[src/rtl/spp_pkg.sv]
// stride prefetch predictor: shared field widths, register map and reset values,
// and the command/status structs between controller and datapath
// no dependencies
`default_nettype none

package spp_pkg;

   localparam int BLOCK_W    = 48;
   localparam int PAGE_W     = 9;
   localparam int END_W      = 10;
   localparam int STRIDE_W   = 10;
   localparam int THR_W      = 8;
   localparam int PAGES_W    = 10;
   // signed width of the window arithmetic, covers every page count up to 4096
   localparam int WIN_W      = 14;
   localparam int CSR_ADDR_W = 4;
   localparam int CSR_DATA_W = 32;

   // register word index, taken from paddr[3:2]
   typedef enum logic [1:0] {
      REG_STRIDE_LIMIT   = 2'd0,
      REG_CONF_THRESHOLD = 2'd1,
      REG_WINDOW_PAGES   = 2'd2,
      REG_UNUSED         = 2'd3
   } spp_reg_type;

   localparam logic [PAGE_W-1:0]  STRIDE_LIMIT_RESET   = 9'd128;
   localparam logic [THR_W-1:0]   CONF_THRESHOLD_RESET = 8'd2;
   localparam logic [PAGES_W-1:0] WINDOW_PAGES_RESET   = 10'd2;

   typedef struct packed {
      logic clear_step;  // write an empty entry at the clearing pointer
      logic capture;     // request accepted: latch fields, start table read
      logic update;      // table data present: compute and write back
      logic deliver;     // load the result register
   } spp_cmd_type;

   typedef struct packed {
      logic clear_last;  // clearing pointer at the last entry
      logic out_free;    // result register empty or being taken
   } spp_status_type;

endpackage

`default_nettype wire

[src/rtl/spp_ctrl.sv]
// stride prefetch predictor controller: clearing pass, request capture,
// table update and result hand-off sequencing
// depends on spp_pkg
`default_nettype none

module spp_ctrl (
   input  wire logic                   clock,
   input  wire logic                   reset,
   input  wire logic                   req_valid,
   output logic                        req_ready,
   input  wire spp_pkg::spp_status_type status,
   output spp_pkg::spp_cmd_type        cmd
);

   import spp_pkg::*;

   typedef enum logic [1:0] {
      ST_CLEAR,
      ST_IDLE,
      ST_LOOKUP,
      ST_FINISH
   } state_type;

   state_type state_ff;
   state_type state_in;
   logic      accept;

   always_comb begin
      req_ready = (state_ff == ST_IDLE) || ((state_ff == ST_FINISH) && status.out_free);
      accept    = req_valid && req_ready;

      cmd.clear_step = (state_ff == ST_CLEAR);
      cmd.capture    = accept;
      cmd.update     = (state_ff == ST_LOOKUP);
      cmd.deliver    = (state_ff == ST_FINISH) && status.out_free;

      state_in = state_ff;
      case (state_ff)
         ST_CLEAR: begin
            if (status.clear_last) begin
               state_in = ST_IDLE;
            end
         end
         ST_IDLE: begin
            if (accept) begin
               state_in = ST_LOOKUP;
            end
         end
         ST_LOOKUP: begin
            state_in = ST_FINISH;
         end
         ST_FINISH: begin
            // the next request may enter while this result is loaded
            if (status.out_free) begin
               state_in = accept ? ST_LOOKUP : ST_IDLE;
            end
         end
         default: begin
            state_in = ST_CLEAR;
         end
      endcase
   end

   always_ff @(posedge clock) begin
      if (reset) begin
         state_ff <= ST_CLEAR;
      end else begin
         state_ff <= state_in;
      end
   end

endmodule

`default_nettype wire

[config.mk]
export PLATFORM = sky130hd
export DESIGN_NAME = spp_ctrl
export DESIGN_NICKNAME = d
export VERILOG_FILES = /design/src/rtl/spp_pkg.sv /design/src/rtl/spp_ctrl.sv
export SDC_FILE = /design/constraint.sdc
export NUM_CORES = 1
export LEC_CHECK = 0
export BUFFER_PORTS_ARGS = -buffer_cell sky130_fd_sc_hd__buf_4
export CORE_AREA = 2 2 39 41
export CTS_CLUSTER_SIZE = 25
export DETAILED_ROUTE_END_ITERATION = 6
export DIE_AREA = 0 0 41 43
export PLACE_DENSITY = 0.37
export SLEW_MARGIN = 25
export SYNTH_ARGS = -nofsm -noshare
export SYNTH_HDL_FRONTEND = slang
export SYNTH_SLANG_ARGS = --single-unit
[constraint.sdc]
create_clock -name clock -period 0.8 [get_ports clock]
set_input_delay 0.12 -clock clock [delete_from_list [all_inputs] [get_ports clock]]
set_output_delay 0.12 -clock clock [all_outputs]
set_load 0.03 [all_outputs]
==> results.py, run 1 <==
metrics = {
    "critical_path": {
        "crit_fanout": 6,
        "slowest_delay_ps": 350,
        "critPathArrivalTime_ps": 930,
        "crit_chain": "and2b_2 > buf_6",
        "crit_type": "flop to output port",
        "required_ps": 680,
        "slowest_stage": "dfxtp_4",
        "crit_path_end_kind": "output port",
        "worst_setup_path_start_kind": "flop",
    },
    "power_and_ir_drop": {
        "power.internal_uw": 357,
        "pwr-share-clk_pct": 43.4,
        "irDropWorstVdd_uv": 506,
        "p_comb_share_pct": 32.3,
        "power.density_nw_per_um2": 1840,
        "p_switching_uw": 152,
        "seqPwrFrac_pct": 24.4,
        "p_leak_uw": 0.000126,
        "netSwitchingFraction_pct": 29.8,
    },
    "flow_run": {
        "max_cap_viol_count": 0,
    },
    "cells_and_area": {
        "design_area_um2": 277,
        "final_cells": 45,
        "top_register": "state_ff",
        "nNetsFinal": 36,
        "drive_gt1_share_pct": 79.3,
        "area_growth_pct": 130,
        "largest_reg_flops": 2,
        "diodes": 0,
        "reg.largest.list": "state_ff x2",
    },
    "sta": {
        "clock_skew_ps": 0.330,
        "fin_crit_sh_pct": 131,
        "worstMarginPinSlew_ps": 189,
        "hold_viol_final": 0,
        "fin_crit_ps": 1050,
        "rsz0062_at_grt": "yes",
        "max_freq_mhz": 955,
        "maxSlewHeadroom_pct": 87.3,
        "drv_slew": 0,
        "setup_tns_ps": -1320,
        "worst_slack_ps": -247,
        "setup_viol": 7,
    },
    "cts": {
        "clockRootBuffer": "clkbuf_4",
        "clockBufferDepth": 2,
        "cts_tree": "built",
        "numCtsBuffers": 3,
        "cts.sinks": 2,
        "hold_buffers": 0,
        "path_clk_slew_ps": 30,
        "cts.htree.levels": 1,
        "clock_latency_ps": 220,
    },
    "hold_path": {
        "hold_class": "input pin to flop",
    },
    "status": {
        "status": "finished, violations left",
        "violations": "setup timing",
    },
    "floorplan": {
        "io-pin-count": 10,
        "die_w_um": 41,
        "die_area_um2": 1760,
        "initial_core_util_pct": 8.68,
        "die_height_um": 43,
        "num_rows": 14,
        "core-area_um2": 1380,
    },
    "synth": {
        "synthFlopType": "dfxtp_1",
        "synth_warnings": 0,
        "syn-instance-count": 16,
        "synth_edf_count": 0,
        "netlist.area_leader.share_pct": 33.3,
        "ys_types": 11,
        "yosysTopAreaCell": "dfxtp_1",
        "ys_top_cells_by_area": "dfxtp_1 33%, a21oi_1 13%, nand2_1 9.4%",
        "ys_seq_area_share_pct": 33.3,
        "syn_area_um2": 120,
        "syn_nets": 21,
        "ys_top_cells_by_count": "3 x a21oi_1, 3 x nand2_1, 2 x dfxtp_1",
        "async_reset_ff_share_pct": 0,
        "ys_ff_latch": 2,
        "avgSynthCellArea_um2": 7.51,
    },
    "drt": {
        "drtIter0Drc": 1,
        "wire_per_inst_um": 8.04,
        "drt-pass1-iter-count": 2,
        "ant_nets": 0,
        "routed_wl_um": 362,
        "vias": 157,
        "drc_errors": 0,
        "vias_per_cell": 3.49,
    },
    "placed_design": {
        "dp_cells": 41,
        "io_buffers": 9,
        "routabilityCongestion": 0.580,
        "place_area_um2": 215,
    },
    "global_routing": {
        "grt_pass1_vias": 151,
        "antenna_found_initial": 0,
        "grt_start_max_net_pins": 8,
        "overflow": 0,
        "grt_pass1_wl_um": 545,
        "track_usage_pct": 5.51,
    },
}
## cell families after synthesis
kind of cell / Yosys count / share of synthesized area (%)
simple gates: 7 / 31.3
compound gates: 5 / 26.0
buf+inv: 2 / 9.37
flops: 2 / 33.3
## repair_timing
item	CTS	global route
pin swaps	4	2
resized for setup	6	4
endpoints found under the setup margin	6	7
buffers inserted	1	0
## metal layers
| layer | routed length (um) | vias to the layer above | part of all wire [%] | GRT usage, % |
|---|---|---|---|---|
| li1 | - | 82 | - | - |
| met1 | 158 | 65 | 44 | 5.73 |
| met2 | 130 | 10 | 36 | 5.00 |
| met3 | 73 | 0 | 20 | 4.71 |
| met4 | 0 | 0 | 0 | 8.00 |
| met5 | 0 | - | 0 | 0 |
## cell type report
type / count / area (um^2)
flip-flops and latches: 2 / 47.5
multi-input cells: 12 / 85.1
inverters: 1 / 3.75
repair buffers: 11 / 97.6
well taps: 16 / 20.0
clock buffers: 3 / 22.5
fillers: 156 / 1110
## power groups by stage
stage | clock network, uW | registers (uW) | logic (uW)
floorplan | 0 | 125 | 81.2
global placement | 0 | 125 | 136
detailed placement | 0 | 127 | 139
CTS | 236 | 123 | 155
global route | 249 | 127 | 177
finish | 221 | 124 | 164
## cell usage in the layout (no fill, tap or decap)
master / count
nor2_1: 1
inv_1: 1
nand2_2: 2
or2_1: 1
a311oi_1: 1
nand2_1: 1
a21oi_2: 2
a21oi_1: 1
clkbuf_4: 3
buf_6: 4
and2b_2: 1
and3_2: 1
buf_4: 7
dfxtp_4: 2
a21boi_2: 1
## per-stage QoR
stage / total power [uW] / hold WS [ps] / setup WS [ps] / utilization, %
final: 509 / 52.6 / -247 / 20.0
after global routing: 552 / 46.2 / -294 / 20.0
after CTS: 514 / 40.7 / -258 / 19.0
after detailed placement: 265 / 290 / -96.6 / 15.6
after global placement: 261 / 287 / -62.7 / 15.6
after floorplan: 206 / 189 / -88.3 / -
## worst paths after layout
path,endpoint,from,cells after the start,slack (ps)
worst max-delay path,cmd[1],state_ff[0],2,-250
worst min-delay path,state_ff[1],reset,2,50
worst max register to register,state_ff[0],state_ff[0],4,-190
worst min register to register,state_ff[1],state_ff[1],2,500
## worst max-delay path, delay by kind of cell, from the launching register on
kind	cells	cell delay, ps
buffers and inverters	1	130
and+or+nand+nor	1	220
DFF	1	350
No activity file was read; power rests on OpenSTA's default activity.
==> run 2: changes to the inputs <==
SETUP_SLACK_MARGIN = 0.15   (was unset)
==> results.py, run 2 (same netlist as run 1, synthesis figures left out) <==
metrics = {
    "critical_path": {
        "crit_type": "flop to output port",
        "crit_fanout": 8,
        "required_ps": 680,
        "r2r_setup_slack_ps": -70,
        "critPathArrivalTime_ps": 950,
        "crit_path_end_kind": "output port",
        "worst_setup_path_start_kind": "flop",
    },
    "cells_and_area": {
        "nNetsFinal": 35,
        "largest_reg_flops": 2,
        "diodes": 0,
        "drive_gt1_share_pct": 78.6,
        "nFillCells": 152,
        "top_register": "state_ff",
        "final_cell_mix": "5 x buf_4, 5 x buf_6, 3 x clkbuf_4",
        "design_area_um2": 284,
        "area_growth_pct": 136,
        "finish.utilization_pct": 20.5,
        "reg.largest.list": "state_ff x2",
    },
    "sta": {
        "rsz0062_at_grt": "yes",
        "worstMarginPinSlew_ps": 231,
        "fin_crit_sh_pct": 134,
        "drv_slew": 0,
        "fin_crit_ps": 1070,
        "setup_viol": 6,
        "worst_slack_ps": -270,
        "hold_viol_final": 0,
        "maxSlewHeadroom_pct": 84.5,
        "clock_skew_ps": 1.69,
        "max_freq_mhz": 935,
        "hold_slack_ps": 53.5,
    },
    "drt": {
        "drtIter0Drc": 1,
        "ant_nets": 0,
        "wire_per_inst_um": 8.45,
        "wl_met2_um": 140,
        "top_layer": "met3",
        "drt-met1-wl_um": 186,
        "route.met3.wl_um": 45,
        "drt-pass1-iter-count": 2,
        "vias": 155,
        "vias_per_cell": 3.52,
        "routed_wl_um": 372,
        "drc_errors": 0,
    },
    "power_and_ir_drop": {
        "p_leak_uw": 0.000122,
        "power.density_nw_per_um2": 1790,
        "irDropWorstVdd_uv": 613,
    },
    "floorplan": {
        "die_area_um2": 1760,
        "core-area_um2": 1380,
        "die_w_um": 41,
        "num_rows": 14,
        "initial_core_util_pct": 8.68,
        "io-pin-count": 10,
        "die_height_um": 43,
    },
    "cts": {
        "cts_tree": "built",
        "clock_latency_ps": 220,
        "clockRootBuffer": "clkbuf_4",
        "cts_setup_buffers": 0,
        "numCtsBuffers": 3,
        "cts.sinks": 2,
        "path_clk_slew_ps": 30,
        "cts.htree.levels": 1,
        "clockBufferDepth": 2,
    },
    "global_routing": {
        "grt_pass1_wl_um": 538,
        "track_usage_pct": 5.31,
        "grt_pass1_vias": 143,
        "antenna_found_initial": 0,
        "overflow": 0,
        "grt_start_max_net_pins": 9,
    },
    "placed_design": {
        "place_area_um2": 233,
        "pre_cts_slack_ps": -94.9,
        "routabilityCongestion": 0.609,
        "io_buffers": 9,
    },
    "flow_run": {
        "max_cap_viol_count": 0,
    },
    "status": {
        "status": "finished, violations left",
        "violations": "setup timing",
    },
    "hold_path": {
        "hold_class": "input pin to flop",
    },
}
==> run 2: through the flow <==
stage                     std cells  power [uW]  TNS, ps
final                            44         510    -1220
after global routing             44         566    -1550
after CTS                        44         524    -1310
after detailed placement         41         272     -259
after global placement           41         270     -213
after floorplan                  16         215    -43.7
==> run 2: area by class of cell <==
| cell class | count | area [um^2] | area share, % |
|---|---|---|---|
| inverters | 1 | 3.75 | 1.32 |
| clock buffers | 3 | 22.5 | 7.93 |
| repair buffers | 10 | 93.8 | 33.0 |
| flip-flops and latches | 2 | 47.5 | 16.7 |
| multi-input cells | 12 | 96.3 | 33.9 |
| well taps | 16 | 20.0 | 7.05 |
==> run 2: worst paths after layout <==
| check | from | to | cells after the start |
|---|---|---|---|
| setup / recovery | state_ff[0] | cmd[1] | 2 |
| hold / removal | reset | state_ff[1] | 2 |
| setup reg to reg | state_ff[0] | state_ff[0] | 3 |
| hold reg to reg | state_ff[0] | state_ff[0] | 1 |
==> run 2: layer usage <==
metal / GRT usage (%) / up-vias
li1: - / 79
met1: 5.43 / 65
met2: 5.63 / 11
met3: 6.28 / 0
met4: 4.00 / 0
met5: 0 / -
==> run 2: power breakdown <==
group	switching [uW]	internal (uW)	leakage (uW)
Sequential	20.0	110	0.0000178
Combinational	79.8	82.6	0.0000905
Clock	52.1	165	0.0000138
Total	152	358	0.000122
==> run 2: critical path, stage by stage (launching register included) <==
cell	delay [ps]
dfxtp_4	370
and2b_2	220
buf_6	130
==> run 2: what timing repair did <==
action | in CTS | in global routing
gates cloned | 0 | 0
setup endpoints to repair | 7 | 7
pin swaps | 0 | 1
resized for setup | 7 | 1
hold buffers | 0 | 0
